File: config.mk
export PLATFORM = sky130hd
export DESIGN_NAME = v3a_sqrt
export DESIGN_NICKNAME = d
export VERILOG_FILES = /design/src/v3a_pkg.sv /design/src/v3a_sqrt.sv
export SDC_FILE = /design/constraint.sdc
export NUM_CORES = 2
export LEC_CHECK = 0
export BUFFER_PORTS_ARGS = -buffer_cell sky130_fd_sc_hd__buf_2
export CORE_MARGIN = 4
export CORE_UTILIZATION = 55
export CTS_CLUSTER_SIZE = 16
export DETAILED_ROUTE_END_ITERATION = 16
export GPL_ROUTABILITY_DRIVEN = 0
export HOLD_SLACK_MARGIN = 0.1
export PLACE_DENSITY = 0.71
export SYNTH_ARGS = -nofsm -noshare
export SYNTH_HDL_FRONTEND = slang
export SYNTH_MEMORY_MAX_BITS = 65536
export SYNTH_SLANG_ARGS = --single-unit
File: constraint.sdc
create_clock -name clock -period 6.4 [get_ports clock]
set_clock_uncertainty 0.1 [all_clocks]
set_input_delay 1.28 -clock clock [delete_from_list [all_inputs] [get_ports clock]]
set_output_delay 1.28 -clock clock [all_outputs]
set_load 0.05 [all_outputs]
File: src/v3a_pkg.sv
`timescale 1ns / 1ps
// Shared types, constants and the saturation helper for the vector3 ALU.
// No dependencies; used by every module of the block.
package v3a_pkg;

   localparam int FRAC_BITS = 16;
   localparam int DATA_W    = 32;
   localparam int OP_W      = 3;
   localparam int PROD_W    = 2 * DATA_W;
   localparam int WIDE_W    = PROD_W + 2;
   localparam int SQ_W      = PROD_W;
   localparam int ROOT_W    = SQ_W / 2;
   localparam int DIV_STEPS = FRAC_BITS + 1;
   localparam int QUO_W     = FRAC_BITS + 1;
   localparam int LAT       = 3 + ROOT_W + DIV_STEPS + 1;

   localparam logic [OP_W-1:0] OP_ADD   = 3'd0;
   localparam logic [OP_W-1:0] OP_SUB   = 3'd1;
   localparam logic [OP_W-1:0] OP_CROSS = 3'd2;
   localparam logic [OP_W-1:0] OP_DOT   = 3'd3;
   localparam logic [OP_W-1:0] OP_MAG   = 3'd4;
   localparam logic [OP_W-1:0] OP_NORM  = 3'd5;

   localparam logic signed [DATA_W-1:0] Q_MAX = 32'sh7fff_ffff;
   localparam logic signed [DATA_W-1:0] Q_MIN = 32'sh8000_0000;
   localparam logic signed [WIDE_W-1:0] SAT_HI = 66'sd2147483647;
   localparam logic signed [WIDE_W-1:0] SAT_LO = -66'sd2147483648;

   typedef struct packed {
      logic                     ov;
      logic signed [DATA_W-1:0] val;
   } sat_type;

   typedef struct packed {
      logic signed [DATA_W-1:0] x;
      logic signed [DATA_W-1:0] y;
      logic signed [DATA_W-1:0] z;
   } vec_type;

   typedef struct packed {
      sat_type                  add;
      sat_type                  sub;
      sat_type                  crs;
      logic signed [PROD_W-1:0] dp;
      logic [PROD_W-1:0]        sq;
   } lane_out_type;

   typedef struct packed {
      logic [OP_W-1:0]          op;
      vec_type                  r;
      logic signed [DATA_W-1:0] sc;
      logic                     ov;
      vec_type                  a;
   } carry_type;

   function automatic sat_type sat32(input logic signed [WIDE_W-1:0] v);
      sat_type s;
      s.ov  = 1'b0;
      s.val = v[DATA_W-1:0];
      if (v > SAT_HI) begin
         s.ov  = 1'b1;
         s.val = Q_MAX;
      end else if (v < SAT_LO) begin
         s.ov  = 1'b1;
         s.val = Q_MIN;
      end
      return s;
   endfunction

endpackage

File: src/v3a_sqrt.sv
`timescale 1ns / 1ps
// Pipelined integer square root, one root bit per stage.
// Depends on v3a_pkg.
module v3a_sqrt (
   input  logic                         clock,
   input  logic                         en,
   input  logic [v3a_pkg::SQ_W-1:0]     sq,
   output logic [v3a_pkg::ROOT_W-1:0]   root
);

   logic [v3a_pkg::ROOT_W:0]   rem_ff  [v3a_pkg::ROOT_W];
   logic [v3a_pkg::ROOT_W-1:0] root_ff [v3a_pkg::ROOT_W];
   logic [v3a_pkg::SQ_W-1:0]   rad_ff  [v3a_pkg::ROOT_W];

   for (genvar i = 0; i < v3a_pkg::ROOT_W; i++) begin : g_stg
      logic [v3a_pkg::ROOT_W:0]   rem_prev;
      logic [v3a_pkg::ROOT_W-1:0] root_prev;
      logic [v3a_pkg::SQ_W-1:0]   rad_prev;
      logic [v3a_pkg::ROOT_W+2:0] rem_sh, trial, diff;
      logic                       ge;

      if (i == 0) begin : g_first
         assign rem_prev  = '0;
         assign root_prev = '0;
         assign rad_prev  = sq;
      end else begin : g_next
         assign rem_prev  = rem_ff[i-1];
         assign root_prev = root_ff[i-1];
         assign rad_prev  = rad_ff[i-1];
      end

      assign rem_sh = {rem_prev, rad_prev[v3a_pkg::SQ_W-1 -: 2]};
      assign trial  = {1'b0, root_prev, 2'b01};
      assign ge     = rem_sh >= trial;
      assign diff   = rem_sh - trial;

      always_ff @(posedge clock) begin
         if (en) begin
            rem_ff[i]  <= ge ? diff[v3a_pkg::ROOT_W:0] : rem_sh[v3a_pkg::ROOT_W:0];
            root_ff[i] <= {root_prev[v3a_pkg::ROOT_W-2:0], ge};
            rad_ff[i]  <= {rad_prev[v3a_pkg::SQ_W-3:0], 2'b00};
         end
      end
   end

   assign root = root_ff[v3a_pkg::ROOT_W-1];

endmodule

==> flow_summary.yaml <==
status:
  status: "completed"
final_layout:
  final_cell_count_no_fill: 12290
  drive_gt1_share_pct: 7.404
  mostFrequentLayoutCells: "edfxtp_1, inv_1, nand2_1, ha_1, a21oi_1"
  syn_to_final_growth_pct: 10.80
  final_common_cell: "edfxtp_1"
  finish.instance_area_mm2: 0.1292
  fin_nets: 9919
setup_path:
  crit_type: "register to register"
  crit_top_cell: "nor3_1"
  cp-start-kind: "register"
  crit_path_start: "rem_ff[26][2]"
  critical_path_peak_fanout: 32
  crit_slowest_cell: "a2111oi_0"
  endpoint_kind: "register"
  arrival_ps: 5180
  path_cells: "ha_1, or3_1, o221a_2, a2111oi_0, nor3_1, nor3_1, o21ai_1, a21oi_4, buf_4, a211oi_1, a21o_1"
  timing.rr.start: "rem_ff[26][2]"
  max_stage_delay_ps: 730
  cp.required_ps: 6960
cts:
  postCtsSetupBuffers: 0
  cts_buffers: 277
  cts_tree: "built"
  cts_buffer_depth: 4
  cts_hold_buf: 0
  cts_resized: 0
  root_buffer: "clkbuf_16"
  clk_pin_slew_ps: 60
  htree_num_levels: 5
  cts_sinks: 2495
  worstSkewPairLatency_ps: 910
detailed_routing:
  vias: 71130
  first_iter_violations: 6856
  postRouteAntennaNets: 0
  routed_wl_mm: 224.5
  first_pass_iters: 7
  wl_per_cell_um: 18.27
  drc: 0
  via_per_inst: 5.788
synthesis:
  syn_inst: 9031
  yosysWarnings: 0
  synthDistinctLibCells: 110
  syn_nets: 9658
  async_reset_ff_share_pct: 0
  syn_avg_cell_area_um2: 12.92
  synth-edff-count: 2495
  synth_seq_area_share_pct: 64.23
  netlist_area_mm2: 0.1166
  ys_ff_latch: 2495
  ys.flop_type: "edfxtp_1"
hold_path:
  hold_path.class: "register to register"
  hp-start: "rad_ff[19][45]"
floorplan:
  io_pins: 98
  start_util_pct: 55.49
  die_x_um: 468.5
  die_h_um: 468.5
  rows: 168
  core-area_mm2: 0.2102
  dieArea_mm2: 0.2195
power:
  p_per_area_mw_per_mm2: 362.9
  ir_drop_uv: 301.7
  power_mw: 46.90
  p_leak_nw: 49.18
sta:
  setup_viol: 0
  maxSlewViolCount: 0
  fin_crit_ps: 4621
  rsz0062_at_grt: "no"
  hold_violations: 0
  slew_headroom_pct: 19.11
  tns_ps: 0
  finalCritPeriodShare_pct: 72.20
  max_freq_mhz: 216.4
  worstMarginPinSlew_ps: 1183
global_routing:
  grt_pass1_wl_mm: 361.5
  grt_max_degree: 165
  gr-usage-all-layers_pct: 20.20
  grt_pass1_vias: 68960
  antenna_found_initial: 7
  gr-total-overflow: 0
placement:
  dpl_cell_area_mm2: 0.1206
  hpwl_mm: 158.7
  portBuffers: 97
  dp_cells: 11820
job:
  maxCapViolCount: 0
[power breakdown]
group | total, mW | leakage (nW) | internal [mW] | switching, mW
registers | 22.1 | 24.0 | 20.7 | 1.38
clock network | 15.1 | 4.19 | 9.08 | 6.06
logic | 9.67 | 21.0 | 3.98 | 5.69
total | 46.9 | 49.2 | 33.8 | 13.1
[cells in the mapped netlist, types with 42 or more instances]
cell / number / area [µm²]
edfxtp_1: 2495 / 74920
inv_1: 695 / 2609
nand2_1: 668 / 2507
ha_1: 561 / 7019
a21oi_1: 546 / 2733
o21ai_0: 534 / 2673
nor2_1: 503 / 1888
xor2_1: 411 / 3600
xnor2_1: 386 / 3381
a21o_1: 243 / 1824
nor3_1: 189 / 945.9
nand3_1: 142 / 710.7
nor4_1: 123 / 769.5
clkbuf_1: 120 / 450.4
or3_1: 107 / 669.4
nand2b_1: 101 / 631.9
nand4_1: 89 / 556.8
o21a_1: 89 / 668.1
nor2b_1: 86 / 538.0
or4_1: 65 / 488.0
mux2_2: 62 / 698.2
and3_1: 60 / 375.4
o31ai_1: 60 / 450.4
o21bai_1: 51 / 382.9
a211oi_1: 48 / 360.4
a31oi_1: 42 / 262.8
and2_1: 42 / 262.8
[per-layer routing]
metal  wire length (µm)  global-route usage [%]  vias to the layer above
li1                   -                       -                    34000
met3              15350                   3.632                      425
met4               4934                   4.972                        4
met5                 27                       0                        -
met1             101800                   29.49                    34370
met2             102400                   31.71                     2338
[worst paths after layout]
kind              slack, ps  cells after the start              to
hold / removal          290                      0  rad_ff[20][47]
hold reg to reg         290                      0  rad_ff[20][47]
setup reg to reg       1780                     11   rem_ff[27][4]
setup / recovery       1780                     11   rem_ff[27][4]
[flip-flops by register name, summed over array words and instances (netlist names)]
signal,cells
rad_ff,992
rem_ff,975
root_ff,528
[critical path, delay by kind of cell, from the launching register on]
family          cells  cell delay (ps)
compound gates      6             2170
buf+inv             1              400
fa+ha+maj           1              270
flops               1              400
simple gates        3             1010
[final cells by class]
| class | instances | area (µm²) |
|---|---|---|
| well taps | 2805 | 3510 |
| clock inverters | 139 | 1325 |
| repair buffers | 159 | 1179 |
| inverters | 699 | 2625 |
| fillers | 15930 | 80960 |
| flip-flops and latches | 2495 | 74920 |
| multi-input cells | 5660 | 38400 |
| clock buffers | 330 | 7279 |
| diodes | 2 | 5.005 |
[logic make-up (layout without fill, tap and decap cells)]
| family | count (synthesis) | count (layout) | synth area share, % |
|---|---|---|---|
| flip-flops | 2495 | 2495 | 64.23 |
| AND/OR/NAND/NOR | 2358 | 2358 | 10.21 |
| AO/OA/AOI/OAI | 1859 | 1859 | 9.852 |
| buffers and inverters | 876 | 1327 | 2.913 |
| XOR/XNOR | 797 | 797 | 5.984 |
| adder cells (fa/ha/maj) | 561 | 561 | 6.018 |
| multiplexers | 84 | 84 | 0.7895 |
| other | 1 | 3 | 0.003215 |
[metrics by stage]
| stage | hold slack, ps | worst slack (ps) | util (%) |
|---|---|---|---|
| after floorplan | 300.3 | 3170 | - |
| after global placement | 300.2 | 2028 | 57.39 |
| after detailed placement | 304.5 | 2006 | 57.39 |
| after CTS | 289.0 | 1971 | 61.48 |
| after global routing | 302.2 | 1667 | 61.48 |
| final | 288.3 | 1779 | 61.49 |
Power figures use the tool's default switching activity.
