--- config.mk ---
export PLATFORM = sky130hd
export DESIGN_NAME = v3a_div
export DESIGN_NICKNAME = d
export VERILOG_FILES = /design/src/v3a_pkg.sv /design/src/v3a_div.sv
export SDC_FILE = /design/constraint.sdc
export NUM_CORES = 2
export LEC_CHECK = 0
export BUFFER_PORTS_ARGS = -buffer_cell sky130_fd_sc_hd__buf_2
export CAP_MARGIN = 20
export CORE_MARGIN = 2
export CORE_UTILIZATION = 50
export CTS_CLUSTER_DIAMETER = 50
export DETAILED_ROUTE_END_ITERATION = 10
export GPL_TIMING_DRIVEN = 0
export HOLD_SLACK_MARGIN = 0.15
export PLACE_DENSITY = 0.64
export SLEW_MARGIN = 10
export SYNTH_ARGS = -nofsm -noshare
export SYNTH_HDL_FRONTEND = slang
export SYNTH_SLANG_ARGS = --single-unit
--- constraint.sdc ---
create_clock -name clock -period 4.6 [get_ports clock]
set_input_delay 0.46 -clock clock [delete_from_list [all_inputs] [get_ports clock]]
set_output_delay 0.46 -clock clock [all_outputs]
set_load 0.03 [all_outputs]
--- src/v3a_pkg.sv ---
`timescale 1ns / 1ps
// Shared types, constants and the saturation helper for the vector3 ALU.
// No dependencies; used by every module of the block.
package v3a_pkg;

   localparam int FRAC_BITS = 16;
   localparam int DATA_W    = 32;
   localparam int OP_W      = 3;
   localparam int PROD_W    = 2 * DATA_W;
   localparam int WIDE_W    = PROD_W + 2;
   localparam int SQ_W      = PROD_W;
   localparam int ROOT_W    = SQ_W / 2;
   localparam int DIV_STEPS = FRAC_BITS + 1;
   localparam int QUO_W     = FRAC_BITS + 1;
   localparam int LAT       = 3 + ROOT_W + DIV_STEPS + 1;

   localparam logic [OP_W-1:0] OP_ADD   = 3'd0;
   localparam logic [OP_W-1:0] OP_SUB   = 3'd1;
   localparam logic [OP_W-1:0] OP_CROSS = 3'd2;
   localparam logic [OP_W-1:0] OP_DOT   = 3'd3;
   localparam logic [OP_W-1:0] OP_MAG   = 3'd4;
   localparam logic [OP_W-1:0] OP_NORM  = 3'd5;

   localparam logic signed [DATA_W-1:0] Q_MAX = 32'sh7fff_ffff;
   localparam logic signed [DATA_W-1:0] Q_MIN = 32'sh8000_0000;
   localparam logic signed [WIDE_W-1:0] SAT_HI = 66'sd2147483647;
   localparam logic signed [WIDE_W-1:0] SAT_LO = -66'sd2147483648;

   typedef struct packed {
      logic                     ov;
      logic signed [DATA_W-1:0] val;
   } sat_type;

   typedef struct packed {
      logic signed [DATA_W-1:0] x;
      logic signed [DATA_W-1:0] y;
      logic signed [DATA_W-1:0] z;
   } vec_type;

   typedef struct packed {
      sat_type                  add;
      sat_type                  sub;
      sat_type                  crs;
      logic signed [PROD_W-1:0] dp;
      logic [PROD_W-1:0]        sq;
   } lane_out_type;

   typedef struct packed {
      logic [OP_W-1:0]          op;
      vec_type                  r;
      logic signed [DATA_W-1:0] sc;
      logic                     ov;
      vec_type                  a;
   } carry_type;

   function automatic sat_type sat32(input logic signed [WIDE_W-1:0] v);
      sat_type s;
      s.ov  = 1'b0;
      s.val = v[DATA_W-1:0];
      if (v > SAT_HI) begin
         s.ov  = 1'b1;
         s.val = Q_MAX;
      end else if (v < SAT_LO) begin
         s.ov  = 1'b1;
         s.val = Q_MIN;
      end
      return s;
   endfunction

endpackage

--- src/v3a_div.sv ---
`timescale 1ns / 1ps
// Pipelined restoring divider for normalize: (|v| << FRAC_BITS) / mag, signed out.
// Depends on v3a_pkg; relies on |v| <= mag.
module v3a_div (
   input  logic                             clock,
   input  logic                             en,
   input  logic [v3a_pkg::DATA_W-1:0]       dvd,
   input  logic                             neg,
   input  logic [v3a_pkg::ROOT_W-1:0]       dvs,
   output logic signed [v3a_pkg::DATA_W-1:0] quo
);

   logic [v3a_pkg::ROOT_W-1:0] rem_ff  [v3a_pkg::DIV_STEPS];
   logic [v3a_pkg::QUO_W-1:0]  quo_ff  [v3a_pkg::DIV_STEPS];
   logic [v3a_pkg::ROOT_W-1:0] dvs_ff  [v3a_pkg::DIV_STEPS];
   logic                       neg_ff  [v3a_pkg::DIV_STEPS];
   logic                       zero_ff [v3a_pkg::DIV_STEPS];

   for (genvar i = 0; i < v3a_pkg::DIV_STEPS; i++) begin : g_stg
      logic [v3a_pkg::ROOT_W:0]   rem_sh, diff;
      logic [v3a_pkg::QUO_W-1:0]  quo_prev;
      logic [v3a_pkg::ROOT_W-1:0] dvs_prev;
      logic                       neg_prev, zero_prev, ge;

      if (i == 0) begin : g_first
         assign rem_sh    = {1'b0, dvd};
         assign quo_prev  = '0;
         assign dvs_prev  = dvs;
         assign neg_prev  = neg;
         assign zero_prev = dvs == '0;
      end else begin : g_next
         assign rem_sh    = {rem_ff[i-1], 1'b0};
         assign quo_prev  = quo_ff[i-1];
         assign dvs_prev  = dvs_ff[i-1];
         assign neg_prev  = neg_ff[i-1];
         assign zero_prev = zero_ff[i-1];
      end

      assign ge   = rem_sh >= {1'b0, dvs_prev};
      assign diff = rem_sh - {1'b0, dvs_prev};

      always_ff @(posedge clock) begin
         if (en) begin
            rem_ff[i]  <= ge ? diff[v3a_pkg::ROOT_W-1:0] : rem_sh[v3a_pkg::ROOT_W-1:0];
            quo_ff[i]  <= {quo_prev[v3a_pkg::QUO_W-2:0], ge};
            dvs_ff[i]  <= dvs_prev;
            neg_ff[i]  <= neg_prev;
            zero_ff[i] <= zero_prev;
         end
      end
   end

   logic [v3a_pkg::DATA_W-1:0] q_ext;
   assign q_ext = {{(v3a_pkg::DATA_W-v3a_pkg::QUO_W){1'b0}},
                   quo_ff[v3a_pkg::DIV_STEPS-1]};

   always_comb begin
      if (zero_ff[v3a_pkg::DIV_STEPS-1]) begin
         quo = '0;
      end else if (neg_ff[v3a_pkg::DIV_STEPS-1]) begin
         quo = -$signed(q_ext);
      end else begin
         quo = $signed(q_ext);
      end
   end

endmodule

==> results.tsv <==
stage	metric	value	unit
outcome	status	finished clean	
finish	register_area	36400	µm²
pwr	p_leak	33.1	nW
clock_tree	numCtsBuffers	153	
flow_run	drv_cap	0	
placement	numPortBuffers	98	
clock_tree	cts_sinks	1211	
routing	remaining_drc_errors	0	
setup_path	slowest_stage	o41ai_1	
sta	fmax	225	MHz
global_route	grt.total_usage	0.248	
logic_synthesis	syn-cell-area	70900	µm²
sta	min_period_over_period	0.964	
global_route	grt_start_max_net_pins	172	
sta	slew_headroom	0.258	
logic_synthesis	syn_inst	6553	
global_route	grt_pass1_wl	278000	µm
routing	firstDrtPassIters	6	
logic_synthesis	syn_area_per_cell	10.8	µm²
clock_tree	cts.path.max_buffers	3	
setup_path	cpPeakStageDelay	0.58	ns
setup_path	critPathLaunch	rem_ff[0][35]	
setup_path	crit_path_max_fanout	10	
sta	setup_viol	0	
logic_synthesis	ys.flop_type	edfxtp_1	
logic_synthesis	synth_seq_cells	1211	
die	die_y	381	µm
sta	hold_viol	0	
sta	period_needed	4.44	ns
setup_path	crit_chain	ha_1, and3_1, a221oi_2, a211oi_1, o41ai_1, nor2b_1, o21ai_0, a21oi_1, buf_2, buf_2, o21ai_0	
sta	tightest_slew	1.10	ns
die	io_pins	99	
routing	num_vias	50300	
die	fp.dieW	381	µm
finish	layout.nets	7508	
logic_synthesis	ys_types	103	
die	fp.coreArea	141000	µm²
setup_path	worstSetupPathType	reg2reg	
die	die_area	145000	µm²
setup_path	arrival	4.96	ns
logic_synthesis	synth-edff-count	1211	
routing	vias_per_cell	5.66	
clock_tree	clk_pin_slew	0.06	ns
die	floorplan.rows	138	
finish	multiInputGateArea	31300	µm²
routing	routed_wl	181000	µm
logic_synthesis	async_flop_share	0	
routing	drt_iter0_markers	3653	
worst_hold_path	hold_depth	2	
setup_path	r2r_cells	11	
finish	syn_to_final_growth	12.7	%
setup_path	required	5.13	ns
pwr	irDropWorstVdd	0.405	mV
pwr	power	57.4	mW
setup_path	reg2reg_to	rem_ff[0][65]	
routing	drtAntennaViolNets	0	
setup_path	startpoint_type	flop	
worst_hold_path	worstHoldStart	neg	
finish	final_layout_size_suffix_gt1_frac	0.0827	
finish	layout_common_cells	1211 x edfxtp_1, 661 x inv_1, 573 x a21oi_1, 544 x ha_1, 539 x nand2_1	
setup_path	r2r-start	rem_ff[0][35]	
die	start_util	0.502	
sta	clock-skew-final	0.0234	ns
global_route	grt-ovfl-total	0	
logic_synthesis	syn-num-nets	7180	
finish	n_fill_cell	12100	
setup_path	endpoint_kind	flop	
worst_hold_path	hold_path_end	neg_ff[0][0]	
logic_synthesis	ys_seq_area_frac	0.513	
pwr	powerDensity	719	nW/µm²
global_route	antenna_found_initial	2	
sta	slew_violations	0	
worst_hold_path	hold_path.class	in2reg	
clock_tree	clock_tree.root_cell	clkbuf_16	
logic_synthesis	ys_warn_count	0	
clock_tree	htreeDepth	4	
setup_path	worst-path-buf-inv	2	
setup_path	cp_top_family	compound AO/OA/AOI/OAI gates	
clock_tree	worstSkewPairLatency	0.80	ns
finish	fin_util	0.566	
setup_path	regToRegSetupSlack	0.16	ns
placement	globalplace.congestion	0.953	
finish	final_common_cell	edfxtp_1	
routing	wl_per_cell	20.4	µm
clock_tree	cts_tree	done	
placement	dpl.hpwl	142000	µm
sta	setup_tns	0	ns
sta	grt_setup_unrepaired	false	
global_route	grt_pass1_vias	49000	
metrics by stage:
step           cell area [µm²]  instances  worst slack, ns  hold WS, ns
3_3_place_gp             73800       8541           -15.57        0.401
3_5_place_dp             74000       8548           -0.353        0.405
5_1_grt                  79900       8893          0.00966        0.373
4_1_cts                  79900       8891           0.0401        0.318
6_report                 79900       8894            0.164        0.396
2_1_floorplan            70900       6553             1.26        0.400
area by class of cell:
cell class / count / area share
sequential: 1211 / 0.455
multi-input combinational: 4508 / 0.391
clock buffer: 173 / 0.0494
inverter: 662 / 0.0311
tap: 1890 / 0.0296
timing repair buffer: 173 / 0.0172
clock inverter: 104 / 0.0161
buffer: 172 / 0.0103
antenna: 1 / 0.0000313
cells by family (layout without fill, tap and decap cells):
logic type      count (synthesis)  in the layout  share of synthesized area
compound gates               1834           1834                      0.161
xor+xnor                      461            461                     0.0569
fa+ha+maj                     560            560                      0.100
buf+inv                       834           1284                     0.0464
flops                        1211           1211                      0.513
mux                           127            127                     0.0216
other cells                     0              1                          0
simple gates                 1526           1526                      0.101
flip-flops by register name, summed over array words and instances, names as in the netlist:
signal and count:
dvs_ff 512, rem_ff 512, quo_ff 153, neg_ff 17, zero_ff 17
synth_stat cells (81+ instances only):
cell      number  area share
xor2_1       201       0.025
a21o_1       265       0.028
clkbuf_1     120      0.0064
nand3_1      107      0.0076
mux2_2        85       0.013
nand4_1       81      0.0071
nor2b_1       87      0.0077
ha_1         544       0.096
nor2_1       374       0.020
inv_1        661       0.035
o21ai_0      486       0.034
a21oi_1      573       0.040
edfxtp_1    1211        0.51
nand2_1      539       0.029
xnor2_1      260       0.032
power breakdown:
group	internal [mW]	total (mW)	switching, mW
clock	7.44	12.2	4.80
sequential	16.5	18.6	2.02
combinational	10.8	26.6	15.8
worst reg2reg max path: cells and delay by family (launching register included):
kind	cells	cell delay [ns]
AND/OR/NAND/NOR	2	0.52
adder cells (fa/ha/maj)	1	0.38
flip-flops	1	0.41
buffers and inverters	2	0.85
AO/OA/AOI/OAI	6	2.01
layer usage:
metal / track usage / part of all wire / vias to the layer above / wire length (µm)
met2: 0.425 / 0.49 / 1389 / 88100
met3: 0.0330 / 0.047 / 357 / 8620
li1: - / - / 24600 / -
met4: 0.109 / 0.046 / 2 / 8430
met1: 0.312 / 0.42 / 24000 / 76300
met5: 0 / 0.000061 / - / 11
worst max-delay path by stage:
stage               slack, ns              to  depth (start not counted)
floorplan                1.26   rem_ff[0][61]                         12
global placement       -15.57  dvs_ff[0][503]                          1
detailed placement      -0.35  rem_ff[0][121]                         11
CTS                      0.04  rem_ff[0][468]                         11
global route             0.01  rem_ff[0][503]                         14
finish                   0.16   rem_ff[0][65]                         11
what timing repair did:
action	CTS	global route
buffers inserted	0	2
hold buffers	66	0
hold endpoints to repair	80	0
pin swaps	1	1
setup endpoints to repair	68	62
gates resized for setup	6	17
Power figures use the tool's default switching activity.
